## src/sv/ship_pkg.sv

```systemverilog
`default_nettype none
package ship_pkg;

  localparam int SETS_DEF    = 2048;
  localparam int WAYS_DEF    = 16;
  localparam int ENTRIES_DEF = 4096;

  localparam int SET_IN_W  = 11;
  localparam int WAY_IN_W  = 4;
  localparam int PC_W      = 11;
  localparam int KIND_W    = 2;
  localparam int VWAY_W    = 4;
  localparam int RRPV_W    = 2;
  localparam int CTR_W     = 2;
  localparam int SIG_RAW_W = 12;
  localparam int LEAD_W    = 5;
  localparam int CFG_IDX_W = 1;
  localparam int CFG_DAT_W = 5;

  localparam logic [RRPV_W-1:0] MAX_RRPV = 2'd3;
  localparam logic [CTR_W-1:0]  CTR_MAX  = 2'd3;
  localparam logic [CTR_W-1:0]  CTR_INIT = 2'd1;
  localparam int BYPASS_NEED = 14;

  localparam logic [KIND_W-1:0] KIND_LOAD      = 2'd0;
  localparam logic [KIND_W-1:0] KIND_RFO       = 2'd1;
  localparam logic [KIND_W-1:0] KIND_PREFETCH  = 2'd2;
  localparam logic [KIND_W-1:0] KIND_WRITEBACK = 2'd3;

  localparam logic REQ_QUERY  = 1'b0;
  localparam logic REQ_UPDATE = 1'b1;

  localparam logic [CFG_IDX_W-1:0] CFG_LEADER_OFFSET = 1'b0;
  localparam logic [CFG_IDX_W-1:0] CFG_ALWAYS_TRAIN  = 1'b1;

  typedef struct packed {
    logic clr;
    logic latch;
    logic rd_old;
    logic cap_row;
    logic cap_old;
    logic exec;
  } ship_cmd_t;

  typedef struct packed {
    logic clr_last;
  } ship_stat_t;

  // remainder by conditional subtraction, valid for v below 32*m
  function automatic logic [31:0] mod_red(input logic [31:0] v, input int unsigned m);
    logic [31:0] r;
    r = v;
    for (int k = 4; k >= 0; k--) begin
      if (r >= (m << k)) r = r - (m << k);
    end
    return r;
  endfunction

endpackage
`default_nettype wire

```

## src/sv/ship_ctrl.sv

```systemverilog
`default_nettype none
module ship_ctrl import ship_pkg::*; (
  input  wire logic       clk,
  input  wire logic       rst,
  input  wire logic       in_valid,
  output logic            in_ready,
  output logic            out_valid,
  input  wire logic       out_ready,
  output ship_cmd_t       cmd,
  input  wire ship_stat_t stat
);
  typedef enum logic [2:0] {S_CLEAR, S_IDLE, S_RDA, S_RDB, S_RDC, S_EXEC} state_t;
  state_t state;
  logic   fire;

  assign in_ready = (state == S_IDLE);
  assign fire     = (state == S_EXEC) && (!out_valid || out_ready);

  always_comb begin
    cmd         = '0;
    cmd.clr     = (state == S_CLEAR);
    cmd.latch   = in_valid && in_ready;
    cmd.rd_old  = (state == S_RDB);
    cmd.cap_row = (state == S_RDB);
    cmd.cap_old = (state == S_RDC);
    cmd.exec    = fire;
  end

  always_ff @(posedge clk) begin
    if (rst) begin
      state     <= S_CLEAR;
      out_valid <= 1'b0;
    end else begin
      if (fire) out_valid <= 1'b1;
      else if (out_ready) out_valid <= 1'b0;
      unique case (state)
        S_CLEAR: if (stat.clr_last) state <= S_IDLE;
        S_IDLE:  if (in_valid) state <= S_RDA;
        S_RDA:   state <= S_RDB;
        S_RDB:   state <= S_RDC;
        S_RDC:   state <= S_EXEC;
        S_EXEC:  if (fire) state <= S_IDLE;
        default: state <= S_IDLE;
      endcase
    end
  end

  a_accept_reads: assert property (@(posedge clk) disable iff (rst)
    (in_valid && in_ready) |=> state == S_RDA) else $error("accept did not start a read");
  a_load_valid: assert property (@(posedge clk) disable iff (rst)
    cmd.exec |=> out_valid) else $error("result load lost");
  a_clear_quiet: assert property (@(posedge clk) disable iff (rst)
    state == S_CLEAR |-> !out_valid && !in_ready) else $error("activity during clear");
endmodule
`default_nettype wire

```

## config.mk

```make
export PLATFORM = sky130hd
export DESIGN_NAME = ship_ctrl
export DESIGN_NICKNAME = d
export VERILOG_FILES = /design/src/sv/ship_pkg.sv /design/src/sv/ship_ctrl.sv
export SDC_FILE = /design/constraint.sdc
export NUM_CORES = 1
export LEC_CHECK = 0
export BUFFER_PORTS_ARGS = -buffer_cell sky130_fd_sc_hd__clkbuf_2
export CORE_AREA = 2 2 39 41
export DETAILED_ROUTE_END_ITERATION = 8
export DIE_AREA = 0 0 41 43
export HOLD_SLACK_MARGIN = 0.02
export SLEW_MARGIN = 15
export SYNTH_ARGS = -nofsm -noshare
export SYNTH_HDL_FRONTEND = slang
export SYNTH_SLANG_ARGS = --single-unit
export TNS_END_PERCENT = 20
```

## constraint.sdc

```tcl
create_clock -name clk -period 1.1 [get_ports clk]
set_input_delay 0.11 -clock clk [delete_from_list [all_inputs] [get_ports clk]]
set_output_delay 0.11 -clock clk [all_outputs]
set_load 0.05 [all_outputs]
```

==> results of run 1 <==
==> power by group through the flow <==
stage               sequential, µW  clock, µW  combinational (µW)
global route                   171        220                 220
CTS                            169        211                 200
finish                         169        199                 207
floorplan                      173          0                 102
global placement               172          0                 150
detailed placement             172          0                 151
==> cell usage in the layout, fill, tap and decap left out <==
cell       Yosys  final
a21oi_1        4      3
a21oi_2        0      1
and2_1         2      1
and2_4         0      1
and3b_2        1      1
buf_4          2      8
buf_6          0      2
buf_8          0      1
clkbuf_1       0      1
clkbuf_16      0      3
clkbuf_2       0      5
clkbuf_4       0      3
clkbuf_8       0      3
dfxtp_1        4      1
dfxtp_4        0      3
inv_2          1      1
inv_4          0      1
nand2_1        1      1
nand3b_1       1      1
nor2_1         3      3
nor2b_1        1      1
nor2b_2        1      1
nor3_1         2      1
nor3_4         0      2
o21ai_0        2      2
or3_1          1      1
==> layer usage <==
layer | vias up | wire length [µm] | global-route usage [%]
met2 | 9 | 351 | 15.3
met1 | 124 | 241 | 7.40
li1 | 141 | - | -
met5 | - | 0 | 0
met4 | 0 | 0 | 8.00
met3 | 0 | 31 | 3.14
==> repair_timing <==
action / CTS / global route
gates resized for setup: 26 / 1
setup endpoints to repair: 7 / 8
pin swaps: 2 / 0
setup buffers: 2 / 1
==> worst reg2reg max path, cell delays in order, from the launching register on <==
cell,delay (ns)
dfxtp_4,0.35
buf_6,0.11
nand3b_1,0.19
buf_4,0.16
buf_4,0.12
a21oi_2,0.09
==> registers in the layout (all words and copies together) (netlist names) <==
| register | count |
|---|---|
| state | 3 |
| out_valid | 1 |
==> stage by stage <==
stage               setup slack, ns  setup TNS [ns]  total power, µW  cells
floorplan                    -0.239          -0.689              274     28
global route                 -0.232           -1.29              611     68
detailed placement          -0.0475          -0.153              324     61
finish                       -0.186          -0.866              575     68
global placement            -0.0471          -0.142              322     61
CTS                          -0.188          -0.909              580     67
==> layout make-up <==
class                      count  area (µm²)
timing repair buffer          22         239
sequential                     4        91.3
clock buffer                   4        26.3
fill                         146         857
multi-input combinational     20         140
inverter                       2        10.0
tap                           16        20.0
==> path summary, 6_finish.rpt <==
| check | start | endpoint | slack (ns) | depth (start not counted) |
|---|---|---|---|---|
| setup / recovery | state[2]$_SDFFE_PP0P_ | cmd[2] | -0.19 | 4 |
| hold / removal | rst | state[2]$_SDFFE_PP0P_ | 0.08 | 2 |
| setup reg to reg | state[2]$_SDFFE_PP0P_ | state[2]$_SDFFE_PP0P_ | 0 | 5 |
| hold reg to reg | state[0]$_SDFFE_PP0P_ | out_valid$_SDFFE_PP0P_ | 0.56 | 2 |
==> cell families (layout without fill, tap and decap cells) <==
family	Yosys count	after routing	synth area share, %
flip-flops	4	4	36.6
AND/OR/NAND/NOR	14	14	39.4
buffers and inverters	4	28	10.3
AO/OA/AOI/OAI	6	6	13.7
==> flow_summary_export.csv, run 1 <==
group,metric,value,unit
outcome,status,"complete, but fails checks",
outcome,violations,"setup timing",
routing,ant_nets,0,
final_layout,diodes,0,
power,switching_share,32.0,%
sta,timing.hold.ws,0.0790,ns
yosys,synth_area_leaders,"dfxtp_1 37%, a21oi_1 9.1%, buf_4 6.9%",
power,p_leak,0.000240,µW
die,die_area,0.00176,mm²
critical_path,path_max_fanout,4,
clocking,cts_inserted_buffers,3,
routing,drt_pass1_iterations,2,
final_layout,fin_nets,58,
critical_path,path_cells,"buf_6 -> nand3b_1 -> inv_2 -> clkbuf_16",
yosys,netlist_instances,28,
die,die_w,41,µm
grt,grt.overflow.total,0,
power,power_frac_seq,29.4,%
yosys,synthTopCellsByCount,"4 x a21oi_1, 4 x dfxtp_1, 3 x nor2_1",
sta,final_max_slew_viol_count,0,
sta,finalWorstSetupSlack,-0.186,ns
sta,min_period,1.29,ns
grt,track_usage,9.04,%
die,fp.coreArea,0.00138,mm²
placed_design,place.gp.congestion,0.609,
yosys,synthFlopType,"dfxtp_1",
clocking,cts_sinks,4,
critical_path,setup.worst_path.start_class,"flop",
clocking,hold_buffers,0,
clocking,cts_root_buffer,"clkbuf_4",
sta,hold_viol,0,
yosys,syn_area_per_cell,7.82,µm²
sta,clock_skew,0.00378,ns
critical_path,critPathBufInv,3,
power,ir_worst_vdd,0.426,mV
power,share_clk_of_total_power,34.6,%
yosys,yosysTopAreaCell,"dfxtp_1",
die,die_h,43,µm
critical_path,crit_path_top_delay_cell,"dfxtp_4",
grt,grt_pass1_wl,1040,µm
sta,tightest_slew,0.276,ns
sta,fmax,0.778,GHz
routing,drc,0,
final_layout,fin_area,527,µm²
yosys,netlist_area,219,µm²
die,ios,13,
power,p_sw,184,µW
yosys,yosysTopAreaCellShare,36.6,%
placed_design,hpwl,421,µm
power,p_comb_share,36.0,%
clocking,path_clk_slew,0.04,ns
placed_design,portBuffers,12,
sta,grt_setup_unrepaired,"true",
sta,min_period_over_period,117,%
power,internal_power,390,µW
yosys,synth-seq-cells,4,
routing,drt_iter0_drc,2,
final_layout,drive_above_1_share,69.2,%
grt,grt_pass1_vias,296,
clocking,tritoncts,"built",
critical_path,worstPathArrival,1.18,ns
critical_path,cp_top_family,"buffers and inverters",
clocking,cts_buffer_depth,2,
critical_path,end_kind,"output pin",
clocking,cts-htree-levels,1,
die,rows,14,
routing,drt-total-wl,624,µm
final_layout,final_util,38.1,%
placed_design,postPlaceCellArea,357,µm²
hold_path,worstHoldPathType,"input pin to flop",
sta,finalSetupViolCount,7,
grt,antenna_found_initial,0,
grt,grt_max_degree,9,
yosys,synth-edff-count,0,
flow_run,maxCapViolations,0,
routing,routedWlPerCell,9.18,µm
critical_path,required,0.99,ns
yosys,syn-num-nets,33,
die,start_util,15.8,%
yosys,async_reset_ff_share,0,%
power,p_per_area,1090,mW/mm²
yosys,synth-warning-count,0,
critical_path,critical_path_class,"flop to output pin",
critical_path,cp_slowest_stage_delay,0.35,ns
yosys,yosysUniqueCellTypes,16,
yosys,seq_area_frac_synth,36.6,%
routing,routed-via-count,274,
sta,maxSlewHeadroom,81.7,%
routing,vias_per_cell,4.03,
final_layout,area_delta_synth_final,141,%
clocking,clk_latency,0.23,ns
Power figures use the tool's default switching activity.
==> run 2: changes to the inputs <==
==> constraint.sdc (replaced) <==
create_clock -name clk -period 1.1 [get_ports clk]
set_input_delay 0.22 -clock clk [delete_from_list [all_inputs] [get_ports clk]]
set_output_delay 0.22 -clock clk [all_outputs]
set_load 0.05 [all_outputs]
==> flow_summary_export.csv, run 2 (same netlist as run 1, synthesis figures left out) <==
group,metric,value,unit
sta,maxSlewHeadroom,81.8,%
final_layout,diodes,0,
clocking,cts_root_buffer,"clkbuf_4",
critical_path,critical_path_class,"flop to output pin",
sta,min_period_over_period,124,%
final_layout,multi_input_area,141,µm²
critical_path,setup.worst_path.start_class,"flop",
final_layout,layout_commonest_cell,"buf_4",
routing,routed-via-count,269,
sta,tightest_slew,0.275,ns
outcome,violations,"setup timing",
final_layout,top_register,"state",
clocking,cts_buffer_depth,2,
power,ir_worst_vdd,0.487,mV
placed_design,portBuffers,12,
power,share_clk_of_total_power,34.5,%
clocking,cts-htree-levels,1,
grt,grt_max_degree,7,
grt,grt.overflow.total,0,
power,power_frac_seq,29.4,%
sta,min_period,1.36,ns
final_layout,fill_cells,146,
final_layout,final_util,35.9,%
sta,fmax,0.734,GHz
power,internal_power,391,µW
clocking,path_clk_slew,0.04,ns
final_layout,area_delta_synth_final,127,%
sta,final_max_slew_viol_count,0,
power,p_total,570,µW
sta,clock_skew,0.00559,ns
grt,grt_pass1_vias,240,
clocking,post_cts_buffers,0,
critical_path,path_max_fanout,4,
clocking,tritoncts,"built",
sta,hold_viol,0,
clocking,cts_inserted_buffers,3,
placed_design,place.gp.congestion,0.622,
power,p_leak,0.000228,µW
routing,vias_per_cell,4.01,
routing,ant_nets,0,
clocking,hold_buffers,0,
outcome,status,"complete, but fails checks",
critical_path,ff2ff_setup_slack,-0.04,ns
sta,finalSetupViolCount,8,
power,p_per_area,1150,mW/mm²
die,ios,13,
routing,routedWlPerCell,8.91,µm
die,start_util,15.8,%
die,die_h,43,µm
final_layout,fin_area,497,µm²
routing,drt-total-wl,597,µm
routing,drc,0,
flow_run,maxCapViolations,0,
sta,timing.hold.ws,0.194,ns
final_layout,reg.largest.list,"state x3, out_valid x1",
final_layout,largest_reg_flops,3,
die,fp.coreArea,0.00138,mm²
power,switching_share,31.5,%
critical_path,worstPathArrival,1.14,ns
die,die_w,41,µm
power,p_comb_share,36.2,%
critical_path,required,0.88,ns
routing,drt_iter0_drc,0,
die,die_area,0.00176,mm²
final_layout,drive_above_1_share,70.6,%
grt,track_usage,7.84,%
sta,grt_setup_unrepaired,"true",
sta,finalWorstSetupSlack,-0.263,ns
grt,antenna_found_initial,0,
routing,drt_pass1_iterations,1,
final_layout,seqCellArea,91.3,µm²
sta,fin_setup_tns,-1.53,ns
die,rows,14,
clocking,cts_sinks,4,
final_layout,fin_nets,57,
hold_path,worstHoldPathType,"input pin to flop",
critical_path,r2r_cells,4,
grt,grt_pass1_wl,869,µm
placed_design,postPlaceCellArea,372,µm²
power,p_sw,180,µW
critical_path,end_kind,"output pin",
hold_path,holdPathStages,2,
final_layout,layout_common_cells,"8 x buf_4, 5 x clkbuf_2",
placed_design,hpwl,453,µm
clocking,clk_latency,0.23,ns
[run 2: changes by cell type in the layout (fill, tap and decap cells not counted), sizes merged]
cell / delta
buf: +1
clkbuf: -2
[run 2: final timing paths]
kind / startpoint / to
setup / recovery: state[2]$_SDFFE_PP0P_ / cmd[2]
hold / removal: rst / state[0]$_SDFFE_PP0P_
setup reg to reg: state[0]$_SDFFE_PP0P_ / state[0]$_SDFFE_PP0P_
hold reg to reg: state[2]$_SDFFE_PP0P_ / state[1]$_SDFFE_PP0P_
[run 2: layout make-up]
class                      count  share of cell area [%]
sequential                     4                    18.4
clock buffer                   4                    5.29
tap                           16                    4.03
inverter                       2                    2.02
multi-input combinational     20                    28.5
timing repair buffer          21                    41.8
[run 2: routing by layer]
layer / GRT usage (%) / vias to the layer above / wire length [µm]
met5: 0 / - / 0
li1: - / 137 / -
met4: 8.00 / 0 / 0
met2: 12.8 / 9 / 327
met3: 1.57 / 0 / 43
met1: 7.10 / 123 / 226
[run 2: critical path: stages, from the launching register on]
cell and delay, ns:
dfxtp_4 0.35, buf_6 0.12, nand3b_1 0.19, inv_2 0.11, buf_8 0.15
[run 2: per-stage QoR]
stage          setup slack, ns  cells
2_1_floorplan           -0.349     28
3_3_place_gp            -0.124     63
3_5_place_dp            -0.154     63
4_1_cts                 -0.283     67
5_1_grt                 -0.317     67
6_report                -0.263     67
[run 2: power groups by stage]
stage | Combinational [µW] | Sequential (µW) | Clock, µW
6_report | 206 | 167 | 196
2_1_floorplan | 102 | 173 | 0
3_3_place_gp | 165 | 171 | 0
4_1_cts | 202 | 170 | 210
5_1_grt | 221 | 168 | 226
3_5_place_dp | 167 | 170 | 0
[run 2: repair_timing]
item                                    4_1_cts  5_1_grt
gates resized for setup                      19        8
pin swaps                                     0        2
endpoints found under the setup margin        9        9
==> run 3: changes to the inputs <==
--- a/config.mk
+++ b/config.mk
@@ -5,6 +5,7 @@
 export SDC_FILE = /design/constraint.sdc
 export NUM_CORES = 1
 export LEC_CHECK = 0
+export ABC_AREA = 1
 export BUFFER_PORTS_ARGS = -buffer_cell sky130_fd_sc_hd__clkbuf_2
 export CORE_AREA = 2 2 39 41
 export DETAILED_ROUTE_END_ITERATION = 8
==> flow_summary_export.csv, run 3 <==
group,metric,value,unit
routing,routedWlPerCell,7.96,µm
yosys,synth-edff-count,0,
die,die_h,43,µm
routing,vias_per_cell,3.89,
critical_path,crit_path_top_delay_cell,"dfxtp_2",
yosys,yosysTopAreaCellShare,29.6,%
sta,finalWorstSetupSlack,-0.203,ns
power,ir_worst_vdd,0.501,mV
power,p_per_area,1210,mW/mm²
yosys,yosysUniqueCellTypes,13,
yosys,synthFlopType,"dfxtp_1",
routing,drt_iter0_drc,3,
sta,fmax,0.767,GHz
hold_path,worstHoldPathType,"input pin to flop",
yosys,yosysTopAreaCell,"dfxtp_1",
placed_design,portBuffers,12,
sta,min_period_over_period,118,%
die,start_util,19.5,%
critical_path,critPathBufInv,3,
critical_path,cp_top_family,"buffers and inverters",
clocking,tritoncts,"built",
yosys,async_reset_ff_share,0,%
critical_path,path_cells,"inv_1 -> nor2_2 -> nor3_2 -> buf_4 -> buf_12",
die,fp.coreArea,0.00138,mm²
clocking,cts_inserted_buffers,3,
sta,min_period,1.30,ns
placed_design,dpl_worst_slack,-0.0453,ns
final_layout,diodes,0,
clocking,path_clk_slew,0.04,ns
yosys,syn-num-nets,47,
yosys,synth-warning-count,0,
sta,maxSlewHeadroom,81.9,%
grt,grt_max_degree,7,
clocking,cts_sinks,4,
sta,finalSetupViolCount,7,
critical_path,cp_slowest_stage_delay,0.31,ns
outcome,violations,"setup timing",
grt,grt_pass1_wl,1010,µm
power,p_sw,243,µW
final_layout,area_delta_synth_final,100,%
routing,drt-total-wl,645,µm
power,internal_power,411,µW
critical_path,setup.worst_path.start_class,"flop",
die,die_w,41,µm
clocking,cts_root_buffer,"clkbuf_4",
yosys,netlist_instances,42,
grt,grt.overflow.total,0,
yosys,netlist_area,270,µm²
routing,drt_pass1_iterations,2,
sta,final_max_slew_viol_count,0,
power,power_frac_seq,26.1,%
outcome,status,"complete, but fails checks",
final_layout,layout_common_cells,"10 x buf_4, 8 x inv_1",
placed_design,place.gp.congestion,0.738,
die,rows,14,
sta,grt_setup_unrepaired,"true",
power,p_leak,0.000276,µW
yosys,syn_area_per_cell,6.43,µm²
sta,hold_viol,0,
final_layout,largest_reg_flops,3,
sta,tightest_slew,0.273,ns
power,switching_share,37.2,%
routing,drc,0,
final_layout,reg.largest.list,"state x3, out_valid x1",
clocking,post_cts_buffers,0,
final_layout,final_util,39.1,%
die,ios,13,
yosys,synth-seq-cells,4,
clocking,cts-htree-levels,1,
sta,clock_skew,0.00226,ns
routing,routed-via-count,315,
flow_run,maxCapViolations,0,
power,p_comb_share,45.1,%
die,die_area,0.00176,mm²
final_layout,layout_commonest_cell,"buf_4",
critical_path,path_max_fanout,3,
final_layout,fin_nets,72,
grt,grt_pass1_vias,308,
critical_path,worstPathArrival,1.08,ns
grt,track_usage,9.05,%
clocking,clk_latency,0.24,ns
final_layout,top_register,"state",
final_layout,drive_above_1_share,70.8,%
yosys,yosysMostFrequentCell,"inv_1",
yosys,seq_area_frac_synth,29.6,%
critical_path,required,0.88,ns
yosys,synthTopCellsByCount,"10 x inv_1, 6 x nand2_1, 6 x nor2_1",
critical_path,critical_path_class,"flop to output pin",
grt,antenna_found_initial,0,
critical_path,end_kind,"output pin",
power,share_clk_of_total_power,28.8,%
yosys,synth_area_leaders,"dfxtp_1 30%, inv_1 14%, nor2_2 12%",
routing,ant_nets,0,
clocking,cts_buffer_depth,2,
clocking,hold_buffers,0,
-- run 3: cell count changes in the layout (fill, tap and decap cells not counted), sizes merged, moves of 2 or more --
| cell | previous run | this run |
|---|---|---|
| a21oi | 4 | 0 |
| and2 | 2 | 0 |
| buf | 12 | 16 |
| clkbuf | 13 | 9 |
| inv | 2 | 10 |
| nand2 | 1 | 8 |
| nand3 | 0 | 3 |
| nor2 | 3 | 11 |
| nor2b | 2 | 0 |
| nor3 | 3 | 1 |
-- run 3: routing by layer --
metal | track usage (%) | routed length [µm] | vias to the layer above | share of wire (%)
li1 | - | - | 169 | -
met1 | 7.10 | 223 | 136 | 35
met2 | 15.6 | 385 | 8 | 60
met3 | 1.57 | 18 | 2 | 2.8
met4 | 10.0 | 18 | 0 | 2.8
met5 | 0 | 0 | - | 0
-- run 3: through the flow --
step	hold slack (ns)	cells	area, µm²	total power (µW)	setup TNS (ns)
6_report	0.166	81	541	654	-1.29
5_1_grt	0.172	81	541	689	-1.72
4_1_cts	0.158	81	534	655	-1.43
3_5_place_dp	0.414	78	450	423	-0.166
3_3_place_gp	0.413	78	450	420	-0.171
2_1_floorplan	0.282	42	303	340	-0.211
-- run 3: power groups by stage --
stage,clock (µW),sequential [µW],combinational (µW)
floorplan,0,172,168
CTS,200,170,285
finish,188,171,295
detailed placement,0,173,250
global placement,0,172,248
global route,203,173,313
-- run 3: cell type report --
class	count	area (µm²)
flip-flops and latches	4	87.6
multi-input cells	25	156
well taps	16	20.0
clock buffers	3	22.5
fillers	149	843
inverters	11	45.0
repair buffers	22	209
-- run 3: timing repair --
action / in CTS / in global routing
pin swaps: 1 / 0
resized for setup: 15 / 5
gates cloned: 0 / 0
endpoints found under the hold margin: 0 / 0
endpoints found under the setup margin: 7 / 7
-- run 3: final timing paths --
path	start	cells after the start	slack (ns)	end
max	out_valid$_SDFFE_PP0P_	5	-0.20	cmd[0]
min	rst	2	0.17	state[2]$_SDFFE_PP0P_
max reg2reg	state[2]$_SDFFE_PP0P_	7	0.07	state[0]$_SDFFE_PP0P_
min reg2reg	out_valid$_SDFFE_PP0P_	4	0.58	out_valid$_SDFFE_PP0P_
-- run 3: cells by family after synthesis --
group	count (synthesis)	synth area share, %
buf+inv	13	20.8
flops	4	29.6
compound gates	2	5.56
simple gates	23	44.0
